<file path="src/rtl/core/dwbr_pkg.sv">
// display word bit remapper package
// register indexes, reset values and the configuration struct; no dependencies
`timescale 1ns / 1ps

package dwbr_pkg;

	localparam int unsigned WORD_W  = 16;
	localparam int unsigned SRC_W   = 32;
	localparam int unsigned REG_W   = 32;
	localparam int unsigned FIELD_W = 5;
	localparam int unsigned SEL_W   = 2;
	localparam int unsigned WIDTH_W = 5;
	localparam int unsigned IDX_W   = 3;

	localparam logic [REG_W-1:0]   MAP_LOW_RST  = 32'd344131616;
	localparam logic [REG_W-1:0]   MAP_MID_RST  = 32'd759767270;
	localparam logic [REG_W-1:0]   MAP_HIGH_RST = 32'd1175402924;
	localparam logic [WIDTH_W-1:0] WIDTH_RST    = 5'd1;

	typedef enum logic [IDX_W-1:0] {
		REG_MAP_LOW    = 3'd0,
		REG_MAP_MID    = 3'd1,
		REG_MAP_HIGH   = 3'd2,
		REG_SRC_SELECT = 3'd3,
		REG_CONST_BITS = 3'd4,
		REG_WORD_WIDTH = 3'd5,
		REG_PAIR_MODE  = 3'd6
	} reg_idx_t;

	typedef enum logic [SEL_W-1:0] {
		SEL_MAPPED = 2'd0,
		SEL_CONST  = 2'd1,
		SEL_ZERO_A = 2'd2,
		SEL_ZERO_B = 2'd3
	} bit_sel_t;

	typedef struct packed {
		logic [REG_W-1:0]   map_low;
		logic [REG_W-1:0]   map_mid;
		logic [REG_W-1:0]   map_high;
		logic [REG_W-1:0]   src_select;
		logic [WORD_W-1:0]  const_bits;
		logic [WIDTH_W-1:0] word_width;
		logic               pair_mode;
	} cfg_t;

endpackage

</file>
<file path="src/rtl/core/dwbr_if.sv">
// valid/ready channels for transmit items and display items
// depends on dwbr_pkg
`timescale 1ns / 1ps

interface dwbr_tx_if;
	logic                       valid;
	logic                       ready;
	logic [dwbr_pkg::WORD_W-1:0] in_word;

	modport source (output valid, output in_word, input ready);
	modport sink (input valid, input in_word, output ready);
endinterface

interface dwbr_disp_if;
	logic                       valid;
	logic                       ready;
	logic [dwbr_pkg::WORD_W-1:0] out_word;

	modport source (output valid, output out_word, input ready);
	modport sink (input valid, input out_word, output ready);
endinterface

</file>
<file path="src/rtl/core/dwbr_cfg.sv">
// configuration register bank with plain write port
// depends on dwbr_pkg
`timescale 1ns / 1ps

module dwbr_cfg (
	input  logic                        clk,
	input  logic                        arst_n,
	input  logic                        wr_en,
	input  logic [dwbr_pkg::IDX_W-1:0]  wr_index,
	input  logic [dwbr_pkg::REG_W-1:0]  wr_data,
	output dwbr_pkg::cfg_t              cfg,
	output logic                        pair_clr
);

	dwbr_pkg::cfg_t cfg_q;

	always_ff @(posedge clk or negedge arst_n) begin
		if (!arst_n) begin
			cfg_q.map_low    <= dwbr_pkg::MAP_LOW_RST;
			cfg_q.map_mid    <= dwbr_pkg::MAP_MID_RST;
			cfg_q.map_high   <= dwbr_pkg::MAP_HIGH_RST;
			cfg_q.src_select <= '0;
			cfg_q.const_bits <= '0;
			cfg_q.word_width <= dwbr_pkg::WIDTH_RST;
			cfg_q.pair_mode  <= 1'b0;
		end else if (wr_en) begin
			case (wr_index)
				dwbr_pkg::REG_MAP_LOW:    cfg_q.map_low    <= wr_data;
				dwbr_pkg::REG_MAP_MID:    cfg_q.map_mid    <= wr_data;
				dwbr_pkg::REG_MAP_HIGH:   cfg_q.map_high   <= wr_data;
				dwbr_pkg::REG_SRC_SELECT: cfg_q.src_select <= wr_data;
				dwbr_pkg::REG_CONST_BITS: cfg_q.const_bits <= wr_data[dwbr_pkg::WORD_W-1:0];
				dwbr_pkg::REG_WORD_WIDTH: cfg_q.word_width <= wr_data[dwbr_pkg::WIDTH_W-1:0];
				dwbr_pkg::REG_PAIR_MODE:  cfg_q.pair_mode  <= wr_data[0];
				default: begin
				end
			endcase
		end
	end

	assign cfg      = cfg_q;
	assign pair_clr = wr_en && (wr_index == dwbr_pkg::REG_PAIR_MODE);

endmodule

</file>
<file path="src/rtl/core/dwbr_remap.sv">
// per-bit source selection and width mask for one display word
// depends on dwbr_pkg
`timescale 1ns / 1ps

module dwbr_remap (
	input  dwbr_pkg::cfg_t               cfg,
	input  logic [dwbr_pkg::SRC_W-1:0]   src,
	output logic [dwbr_pkg::WORD_W-1:0]  word
);

	always_comb begin
		logic [dwbr_pkg::REG_W-1:0]   map_reg;
		logic [dwbr_pkg::FIELD_W-1:0] idx;
		logic [dwbr_pkg::SEL_W-1:0]   sel;
		int unsigned                  off;
		word = '0;
		for (int unsigned b = 0; b < dwbr_pkg::WORD_W; b++) begin
			off = (b % 6) * dwbr_pkg::FIELD_W;
			if (off >= 15)
				off = off + 1;
			case (b / 6)
				0:       map_reg = cfg.map_low;
				1:       map_reg = cfg.map_mid;
				default: map_reg = cfg.map_high;
			endcase
			idx = map_reg[off +: dwbr_pkg::FIELD_W];
			sel = cfg.src_select[b*dwbr_pkg::SEL_W +: dwbr_pkg::SEL_W];
			if (b < 32'(cfg.word_width)) begin
				case (sel)
					dwbr_pkg::SEL_MAPPED: word[b] = src[idx];
					dwbr_pkg::SEL_CONST:  word[b] = cfg.const_bits[b];
					default:              word[b] = 1'b0;
				endcase
			end
		end
	end

endmodule

</file>
<file path="src/rtl/core/display_word_bit_remapper.sv">
// display word bit remapper: 16-bit transmit items to masked display items
// an accepted item goes through the input stage, then the result register; one item per cycle unless disp stalls
// in pair mode the first item of a pair is held and gives no result
// registers: input stage (_s1) and result register (_s2), ready follows out ready
// async active-low reset: identity map, width 1, pair mode off, nothing held
`timescale 1ns / 1ps

module display_word_bit_remapper (
	input  logic                        clk,
	input  logic                        arst_n,
	dwbr_tx_if.sink                     tx,
	dwbr_disp_if.source                 disp,
	input  logic                        wr_en,
	input  logic [dwbr_pkg::IDX_W-1:0]  wr_index,
	input  logic [dwbr_pkg::REG_W-1:0]  wr_data
);

	dwbr_pkg::cfg_t                cfg;
	logic                          pair_clr;
	logic [dwbr_pkg::WORD_W-1:0]   held_word_q;
	logic                          held_valid_q;
	logic [dwbr_pkg::SRC_W-1:0]    src_s1;
	logic                          valid_s1;
	logic [dwbr_pkg::WORD_W-1:0]   word_s2;
	logic                          valid_s2;
	logic [dwbr_pkg::WORD_W-1:0]   remap_word;
	logic                          adv_s1;
	logic                          tx_acc;
	logic                          emit;

	dwbr_cfg u_cfg (
		.clk      (clk),
		.arst_n   (arst_n),
		.wr_en    (wr_en),
		.wr_index (wr_index),
		.wr_data  (wr_data),
		.cfg      (cfg),
		.pair_clr (pair_clr)
	);

	dwbr_remap u_remap (
		.cfg  (cfg),
		.src  (src_s1),
		.word (remap_word)
	);

	assign adv_s1   = !valid_s2 || disp.ready;
	assign tx.ready = !valid_s1 || adv_s1;
	assign tx_acc   = tx.valid && tx.ready;
	assign emit     = !cfg.pair_mode || held_valid_q;

	// pair assembly
	always_ff @(posedge clk or negedge arst_n) begin
		if (!arst_n) begin
			held_valid_q <= 1'b0;
			held_word_q  <= '0;
		end else if (pair_clr) begin
			held_valid_q <= 1'b0;
			held_word_q  <= '0;
		end else if (tx_acc && cfg.pair_mode) begin
			held_valid_q <= !held_valid_q;
			if (!held_valid_q)
				held_word_q <= tx.in_word;
		end
	end

	// input stage
	always_ff @(posedge clk or negedge arst_n) begin
		if (!arst_n) begin
			valid_s1 <= 1'b0;
		end else if (tx_acc && emit) begin
			valid_s1 <= 1'b1;
		end else if (adv_s1) begin
			valid_s1 <= 1'b0;
		end
	end

	always_ff @(posedge clk) begin
		if (tx_acc && emit) begin
			if (cfg.pair_mode)
				src_s1 <= {tx.in_word, held_word_q};
			else
				src_s1 <= {{(dwbr_pkg::SRC_W-dwbr_pkg::WORD_W){1'b0}}, tx.in_word};
		end
	end

	// result register
	always_ff @(posedge clk or negedge arst_n) begin
		if (!arst_n) begin
			valid_s2 <= 1'b0;
		end else if (adv_s1) begin
			valid_s2 <= valid_s1;
		end
	end

	always_ff @(posedge clk) begin
		if (adv_s1 && valid_s1)
			word_s2 <= remap_word;
	end

	assign disp.valid    = valid_s2;
	assign disp.out_word = word_s2;

endmodule
</file>
<file path="src/flat_wrapper.sv">
// flat-port wrapper written by rule: the top's interface ports become plain ports
module display_word_bit_remapper_flat 
  (clk, arst_n, wr_en, wr_index, wr_data, tx_valid, tx_in_word, tx_ready, disp_valid, disp_out_word, disp_ready);
  dwbr_tx_if tx_i ();
  dwbr_disp_if disp_i ();
  input  logic clk;
  input  logic arst_n;
  input  logic wr_en;
  input  logic [dwbr_pkg::IDX_W-1:0] wr_index;
  input  logic [dwbr_pkg::REG_W-1:0] wr_data;
  input wire logic [$bits(tx_i.valid)-1:0] tx_valid;
  input wire logic [$bits(tx_i.in_word)-1:0] tx_in_word;
  output wire logic [$bits(tx_i.ready)-1:0] tx_ready;
  output wire logic [$bits(disp_i.valid)-1:0] disp_valid;
  output wire logic [$bits(disp_i.out_word)-1:0] disp_out_word;
  input wire logic [$bits(disp_i.ready)-1:0] disp_ready;
  assign tx_i.valid = tx_valid;
  assign tx_i.in_word = tx_in_word;
  assign tx_ready = tx_i.ready;
  assign disp_valid = disp_i.valid;
  assign disp_out_word = disp_i.out_word;
  assign disp_i.ready = disp_ready;
  display_word_bit_remapper u_core (.clk(clk), .arst_n(arst_n), .tx(tx_i), .disp(disp_i), .wr_en(wr_en), .wr_index(wr_index), .wr_data(wr_data));
endmodule
</file>
<file path="config.mk">
export PLATFORM = sky130hd
export DESIGN_NAME = display_word_bit_remapper_flat
export DESIGN_NICKNAME = d
export VERILOG_FILES = /design/src/rtl/core/dwbr_pkg.sv /design/src/rtl/core/dwbr_if.sv /design/src/rtl/core/dwbr_cfg.sv /design/src/rtl/core/dwbr_remap.sv /design/src/rtl/core/display_word_bit_remapper.sv /design/src/flat_wrapper.sv
export SDC_FILE = /design/constraint.sdc
export NUM_CORES = 1
export LEC_CHECK = 0
export ABC_CLOCK_PERIOD_IN_PS = 3920
export BUFFER_PORTS_ARGS = -buffer_cell sky130_fd_sc_hd__buf_2
export CAP_MARGIN = 20
export CORE_UTILIZATION = 55
export CTS_BUF_LIST = sky130_fd_sc_hd__clkbuf_4 sky130_fd_sc_hd__clkbuf_8
export DETAILED_ROUTE_END_ITERATION = 6
export PLACE_DENSITY = 0.72
export SLEW_MARGIN = 10
export SYNTH_ARGS = -nofsm -noshare
export SYNTH_HDL_FRONTEND = slang
export SYNTH_HIERARCHICAL = 1
export SYNTH_SLANG_ARGS = --single-unit
</file>
<file path="constraint.sdc">
create_clock -name clk -period 3.92 [get_ports clk]
set_input_delay 1.176 -clock clk [delete_from_list [all_inputs] [get_ports clk]]
set_output_delay 1.176 -clock clk [all_outputs]
set_load 0.01 [all_outputs]
</file>
==> metrics.csv, run 1 <==
stage;metric;value;unit
logic_synthesis;ys_warn_count;6;
detailed_routing;drt_iter0_drc;1014;
die;initial_core_util;56.2;%
grt;antenna_found_initial;0;
placed_design;portBuffers;73;
timing;fin_crit_sh;76.0;%
grt;grt_pass1_vias;8826;
run_status;status;completed;
timing;tns;0;ns
clocking;postCtsHoldBufs;0;
worst_setup_path;worstPathArrival;1.80;ns
timing;tightest_slew;1.01;ns
run;cap_violations;0;
die;dieWidth;157;microns
worst_setup_path;crit_buf_inv;3;
logic_synthesis;syn_area;13200;sq um
detailed_routing;via_count;9076;
logic_synthesis;synth_fp_nets;1059;
die;rows;56;
placed_design;placed_area;13500;sq um
finish;area_delta_synth_final;7.60;%
worst_setup_path;cpLargestDelayFamily;simple AND/OR/NAND/NOR gates;
clocking;ctsLongestPathBuffers;3;
grt;grt_usage;30.1;%
clocking;cts_made_buffers;35;
worst_setup_path;crit_path_start_kind;input pin;
detailed_routing;first_pass_iters;6;
clocking;htree_levels;2;
finish;fin_area;14200;sq um
finish;antennaDiodeCount;0;
worst_setup_path;required;2.74;ns
worst_setup_path;crit_path_top_delay_cell;and3b_4;
worst_setup_path;crit_chain;buf_2, and3b_4, inv_1, buf_2;
die;dieArea;24600;sq um
grt;grt_overflow;0;
logic_synthesis;avgSynthCellArea;13.2;sq um
clocking;post_cts_buffers;0;
timing;fin_skew;0.0171;ns
finish;post_layout_nonfiller_instances;1364;
detailed_routing;wl_per_cell;26.2;microns
worst_setup_path;cp-end-kind;output pin;
worst_setup_path;cpMostUsedCell;buf_2;
placed_design;gp_congestion;0.927;
timing;fmax;336;MHz
timing;rsz0062_at_grt;false;
placed_design;dpl.cell_count;1301;
grt;grt_pass1_wl;53900;microns
clocking;clkTransAtPathRegs;0.05;ns
timing;min_period;2.98;ns
finish;fin_nets;1075;
detailed_routing;viasPerCell;6.65;
logic_synthesis;synthCells;1003;
detailed_routing;drt-total-wl;35800;microns
die;io-pin-count;74;
worst_setup_path;setup.worst_path.class;input pin to output pin;
worst_setup_path;max_stage_delay;0.33;ns
die;core_area;23500;sq um
timing;slew-limit-headroom;33.0;%
clocking;post_cts_resize_count;0;
detailed_routing;drc_errors;0;
pwr;ir_worst_vdd;343;uV
worst_setup_path;critPathMaxFanout;5;
placed_design;hpwl;21700;microns
detailed_routing;drtAntennaViolNets;0;
clocking;cts_tree;yes;
pwr;leakage;5.70;nW
grt;grt_max_degree;53;
timing;setup_viol;0;
pwr;power.density;604;nW/um^2
timing;slew_violations;0;
min_path;worstHoldPathType;register to register;
timing;finalHoldViolCount;0;
finish;drive_gt1_share;41.5;%
clocking;clk_latency;0.54;ns
clocking;clock_sinks;201;
die;die_h;157;microns
clocking;cts_root_buffer;clkbuf_8;
[report_power, final]
part,total [mW],internal (mW),switching (mW)
combinational,2.55,1.64,0.903
sequential,4.00,2.79,1.21
clock,2.04,1.15,0.887
[layer usage]
layer	global-route usage [%]	part of all wire, %	vias to the layer above
li1	-	-	3820
met4	12.5	4.2	0
met3	7.74	13	139
met5	0	0	-
met1	41.6	39	4445
met2	45.4	45	672
[worst register-to-register path: cells and delay by family (launching register included)]
family	cells	cell delay [ns]
flip-flops	1	1.00
multiplexers	1	0.16
AND/OR/NAND/NOR	2	0.21
AO/OA/AOI/OAI	3	1.13
[registers in the layout, indices dropped and copies added, names as in the netlist]
name,flops
u_core/valid_s1,1
u_core/held_valid_q,1
u_core/disp.out_word,16
u_core/held_word_q,16
u_core/src_s1,32
u_core/disp.valid,1
u_core/u_cfg/cfg,134
[worst paths after layout]
kind,slack (ns),from,cells after the start,endpoint
setup / recovery,0.94,disp_ready,4,tx_ready
hold / removal,0.50,u_core/valid_s1,1,u_core/disp.valid
setup reg to reg,1.12,u_core/src_s1[28],6,u_core/disp.out_word[13]
hold reg to reg,0.50,u_core/valid_s1,1,u_core/disp.valid
max in group asynchronous,2.51,arst_n,2,u_core/u_cfg/cfg[146]
min in group asynchronous,0.60,arst_n,1,u_core/u_cfg/cfg[36]
[cell type report]
| class | count | area [sq um] |
|---|---|---|
| multi-input cells | 653 | 7110 |
| fillers | 1874 | 9270 |
| inverters | 43 | 161 |
| clock buffers | 57 | 709 |
| clock inverters | 6 | 40.0 |
| flip-flops and latches | 201 | 5310 |
| well taps | 319 | 399 |
| repair buffers | 85 | 474 |
[cell usage in the layout, fill, tap and decap left out, types with 6 or more instances in the layout]
master       n
o22ai_1     13
nand2_1     14
buf_4       11
nor2_1      59
edfxtp_1    48
mux2_2      92
nand2b_1    36
nor2b_1     41
clkbuf_8    45
a21oi_1     24
and2_1      17
nor4b_1      6
nor3_1       7
mux4_2      90
mux2_4      58
nor4_1      13
nand3_1     10
dfstp_2     33
mux4_1      20
o211ai_1     6
inv_1       43
a22oi_1     18
clkbuf_4    12
mux2i_1     62
buf_2       72
dfrtp_1    120
o21ai_0     21
a2111oi_0    9
[through the flow]
step	total power [mW]	utilization, %	setup WS (ns)	hold WS, ns
floorplan	5.71	-	0.737	0.450
global placement	6.40	57.3	0.954	0.471
detailed placement	6.48	57.3	0.945	0.488
CTS	8.54	60.5	0.939	0.498
global route	8.97	60.5	0.891	0.507
finish	8.58	60.5	0.940	0.495
Power figures use the tool's default switching activity.
==> run 2: changes to the inputs <==
- ABC_CLOCK_PERIOD_IN_PS: 3920 -> 3000
- clock period: 3.92 -> 3 ns (I/O delays scaled with it)
==> metrics.csv, run 2 (synthesis results as in run 1) <==
stage;metric;value;unit
pwr;ir_worst_vdd;447;uV
timing;setup_viol;0;
run_status;status;completed;
die;die_h;157;microns
worst_setup_path;required;3.19;ns
die;io-pin-count;74;
clocking;post_cts_buffers;0;
detailed_routing;viasPerCell;6.69;
run;cap_violations;0;
grt;grt_usage;30.6;%
timing;rsz0062_at_grt;false;
grt;grt_pass1_wl;55500;microns
finish;drive_gt1_share;42.8;%
finish;mostFrequentLayoutCell;dfrtp_1;
worst_setup_path;setup.worst_path.class;register to register;
detailed_routing;wl_met3;3860;microns
timing;tightest_slew;0.979;ns
die;core_area;23500;sq um
clocking;clkTransAtPathRegs;0.06;ns
clocking;htree_levels;2;
clocking;cts_tree;yes;
die;initial_core_util;56.2;%
worst_setup_path;cp-end-kind;register;
detailed_routing;drtAntennaViolNets;0;
clocking;post_cts_resize_count;0;
min_path;worstHoldPathType;input pin to asynchronous set/reset pin;
clocking;ctsLongestPathBuffers;3;
clocking;clock_sinks;201;
timing;min_period;2.96;ns
timing;tns;0;ns
grt;grt_overflow;0;
die;dieWidth;157;microns
clocking;cts_made_buffers;37;
die;dieArea;24600;sq um
finish;layout_common_cells;dfrtp_1 (120), mux2_2 (92), mux4_2 (90);
pwr;leakage;5.82;nW
grt;grt_max_degree;62;
timing;fmax;338;MHz
timing;slew-limit-headroom;33.1;%
grt;grt_pass1_vias;9347;
finish;area_delta_synth_final;9.04;%
placed_design;hpwl;23400;microns
detailed_routing;m1WireLength;14200;microns
worst_setup_path;crit_path_top_delay_cell;a2111oi_0;
timing;fin_skew;0.0156;ns
worst_setup_path;worstPathArrival;3.15;ns
timing;slew_violations;0;
grt;antenna_found_initial;0;
detailed_routing;dr.max_layer_used;met4;
detailed_routing;first_pass_iters;5;
pwr;power.density;796;nW/um^2
detailed_routing;wl_per_cell;26.2;microns
finish;antennaDiodeCount;0;
worst_setup_path;max_stage_delay;0.87;ns
die;rows;56;
placed_design;gp_congestion;0.948;
worst_setup_path;crit_path_start_kind;register;
timing;fin_crit_sh;98.6;%
clocking;postCtsHoldBufs;0;
finish;fillers;1829;
worst_setup_path;crit_chain;buf_4, mux2i_1, a22oi_1, nand3_1, o22ai_1, nor4_1, a2111oi_0;
finish;utilization;61.3;%
timing;finalHoldViolCount;0;
finish;largest_reg_flops;134;
detailed_routing;drc_errors;0;
placed_design;portBuffers;73;
worst_setup_path;critPathMaxFanout;13;
detailed_routing;drt_iter0_drc;996;
clocking;cts_root_buffer;clkbuf_8;
finish;fin_nets;1095;
clocking;clk_latency;0.53;ns
detailed_routing;via_count;9270;
detailed_routing;dr_wl_met2;16200;microns
detailed_routing;drt-total-wl;36200;microns
[run 2: path summary, 6_finish.rpt]
kind | start | endpoint | slack, ns | depth (start not counted)
max | u_core/src_s1[26] | u_core/disp.out_word[6] | 0.04 | 7
min | arst_n | u_core/u_cfg/cfg[14] | 0.34 | 1
max reg2reg | u_core/src_s1[26] | u_core/disp.out_word[6] | 0.04 | 7
min reg2reg | u_core/valid_s1 | u_core/disp.valid | 0.50 | 1
max in group asynchronous | arst_n | u_core/u_cfg/cfg[108] | 1.86 | 2
min in group clk | u_core/valid_s1 | u_core/disp.valid | 0.50 | 1
[run 2: where the power goes]
group	switching (mW)	leakage (nW)	internal [mW]	total, mW
clock network	1.17	0.418	1.61	2.78
registers	1.49	2.26	3.65	5.14
logic	1.33	3.14	2.20	3.54
total	3.99	5.82	7.46	11.5
[run 2: layout make-up]
class | instances | area [sq um] | area share [%]
sequential | 201 | 5310 | 36.9
multi-input combinational | 653 | 7110 | 49.4
inverter | 43 | 161 | 1.12
tap | 319 | 399 | 2.77
timing repair buffer | 103 | 622 | 4.32
clock inverter | 8 | 73.8 | 0.513
clock buffer | 58 | 717 | 4.98
[run 2: metrics by stage]
stage | instances | area (sq um) | hold WS, ns | power [mW] | setup WS [ns]
floorplan | 1003 | 13200 | 0.450 | 7.46 | 0.0932
detailed placement | 1319 | 13600 | 0.489 | 8.58 | 0.355
CTS | 1385 | 14400 | 0.361 | 11.4 | 0.316
finish | 1385 | 14400 | 0.341 | 11.5 | 0.0427
global placement | 1319 | 13600 | 0.470 | 8.48 | 0.393
global route | 1385 | 14400 | 0.385 | 12.0 | 0.00785
[run 2: routing by layer]
layer	up-vias	track usage, %
met5	-	0
met4	0	16.2
met3	140	6.28
met2	650	46.0
met1	4613	42.0
li1	3867	-
[run 2: worst max-delay path, delay by kind of cell (launching register included)]
family          cells  cell delay [ns]
buf+inv             1             0.28
simple gates        2             0.19
flops               1             0.82
mux                 1             0.08
compound gates      3             1.25
==> run 3: changes to the inputs <==
==> constraint.sdc (replaced) <==
create_clock -name clk -period 3 [get_ports clk]
set_input_delay 0.75 -clock clk [delete_from_list [all_inputs] [get_ports clk]]
set_output_delay 0.75 -clock clk [all_outputs]
set_load 0.01 [all_outputs]
==> metrics.csv, run 3 (synthesis results as in run 1) <==
stage;metric;value;unit
run_status;status;completed;
clocking;htree_levels;2;
pwr;finalPower;11.4;mW
run;cap_violations;0;
die;dieWidth;157;microns
worst_setup_path;critPathMaxFanout;16;
grt;grt_max_degree;60;
placed_design;portBuffers;73;
die;core_area;23500;sq um
finish;multi_input_area;7110;sq um
clocking;cts_root_buffer;clkbuf_8;
finish;layout_common_cells;dfrtp_1 (120), mux2_2 (92), mux4_2 (90);
clocking;post_cts_resize_count;0;
finish;largest_reg_flops;134;
pwr;leakage;5.76;nW
placed_design;hpwl;23500;microns
detailed_routing;drc_errors;0;
placed_design;gp_congestion;0.915;
finish;area_delta_synth_final;8.38;%
pwr;ir_worst_vdd;451;uV
worst_setup_path;cp-end-kind;register;
grt;grt_usage;30.9;%
detailed_routing;first_pass_iters;5;
timing;min_period;2.69;ns
die;initial_core_util;56.2;%
grt;grt_pass1_vias;9224;
worst_setup_path;crit_path_start_kind;register;
finish;antennaDiodeCount;0;
grt;antenna_found_initial;0;
finish;mostFrequentLayoutCell;dfrtp_1;
grt;grt_pass1_wl;55900;microns
clocking;clock_sinks;201;
timing;fin_crit_sh;89.8;%
die;die_h;157;microns
timing;tns;0;ns
finish;register_area;5310;sq um
timing;rsz0062_at_grt;false;
die;io-pin-count;74;
detailed_routing;drt_iter0_drc;966;
timing;slew-limit-headroom;37.8;%
clocking;clkTransAtPathRegs;0.07;ns
clocking;cts_made_buffers;36;
timing;slew_violations;0;
finish;fillers;1846;
detailed_routing;via_count;9051;
min_path;worstHoldPathType;input pin to asynchronous set/reset pin;
detailed_routing;viasPerCell;6.59;
detailed_routing;drt-total-wl;36100;microns
clocking;post_cts_buffers;0;
pwr;power.density;796;nW/um^2
finish;post_layout_nonfiller_instances;1374;
worst_setup_path;required;3.28;ns
timing;fmax;371;MHz
clocking;postCtsHoldBufs;0;
finish;drive_gt1_share;42.1;%
timing;fin_skew;0.0201;ns
timing;finalHoldViolCount;0;
detailed_routing;wl_per_cell;26.3;microns
detailed_routing;drtAntennaViolNets;0;
finish;fin_nets;1084;
timing;setup_viol;0;
clocking;ctsLongestPathBuffers;3;
timing;setup_ws;0.305;ns
die;dieArea;24600;sq um
die;rows;56;
clocking;cts_tree;yes;
placed_design;dpl.cell_count;1309;
clocking;clk_latency;0.54;ns
worst_setup_path;setup.worst_path.class;register to register;
grt;grt_overflow;0;
timing;tightest_slew;0.933;ns
worst_setup_path;worstPathArrival;2.98;ns
placed_design;post-place-ws;0.413;ns
[run 3: changes by cell type in the layout (fill, tap and decap cells not counted), sizes merged]
| cell | change |
|---|---|
| clkinvlp | +1 |
| bufinv | +1 |
| clkbuf | -7 |
| inv | +1 |
| clkinv | +3 |
| buf | -10 |
[run 3: cell type report]
cell class	instances	area share, %
clock buffers	51	4.43
clock inverters	14	0.936
inverters	43	1.13
multi-input cells	653	49.7
flip-flops and latches	201	37.1
well taps	319	2.79
repair buffers	93	3.91
[run 3: worst max-delay path, stage by stage, from the launching register on]
cell and delay (ns):
edfxtp_1 0.92, mux4_2 0.41, nor2_1 0.04, nor4b_1 0.42, nor4_1 0.16, a2111oi_0 0.49
[run 3: stage by stage]
step,hold slack [ns],area (sq um),utilization (%)
2_1_floorplan,0.450,13200,-
3_3_place_gp,0.460,13500,57.7
3_5_place_dp,0.478,13500,57.7
4_1_cts,0.201,14300,60.9
5_1_grt,0.230,14300,60.9
6_report,0.205,14300,60.9
[run 3: final timing paths]
kind | from | slack, ns | endpoint | depth (start not counted)
worst max-delay path | u_core/src_s1[9] | 0.31 | u_core/disp.out_word[4] | 5
worst min-delay path | arst_n | 0.20 | u_core/u_cfg/cfg[37] | 1
worst max register to register | u_core/src_s1[9] | 0.31 | u_core/disp.out_word[4] | 5
worst min register to register | u_core/valid_s1 | 0.50 | u_core/disp.valid | 1
max in group asynchronous | arst_n | 2.04 | u_core/u_cfg/cfg[110] | 2
min in group clk | wr_data[31] | 0.44 | u_core/u_cfg/cfg[53] | 2
[run 3: report_power, final]
part	switching, mW	internal [mW]
combinational	1.30	2.18
sequential	1.52	3.65
clock	1.19	1.55
[run 3: routing by layer]
layer | up-vias | track usage (%) | share of wire (%)
met5 | - | 0 | 0
met2 | 569 | 45.7 | 44
met1 | 4513 | 42.7 | 40
li1 | 3840 | - | -
met3 | 129 | 6.11 | 9.6
met4 | 0 | 17.6 | 5.7
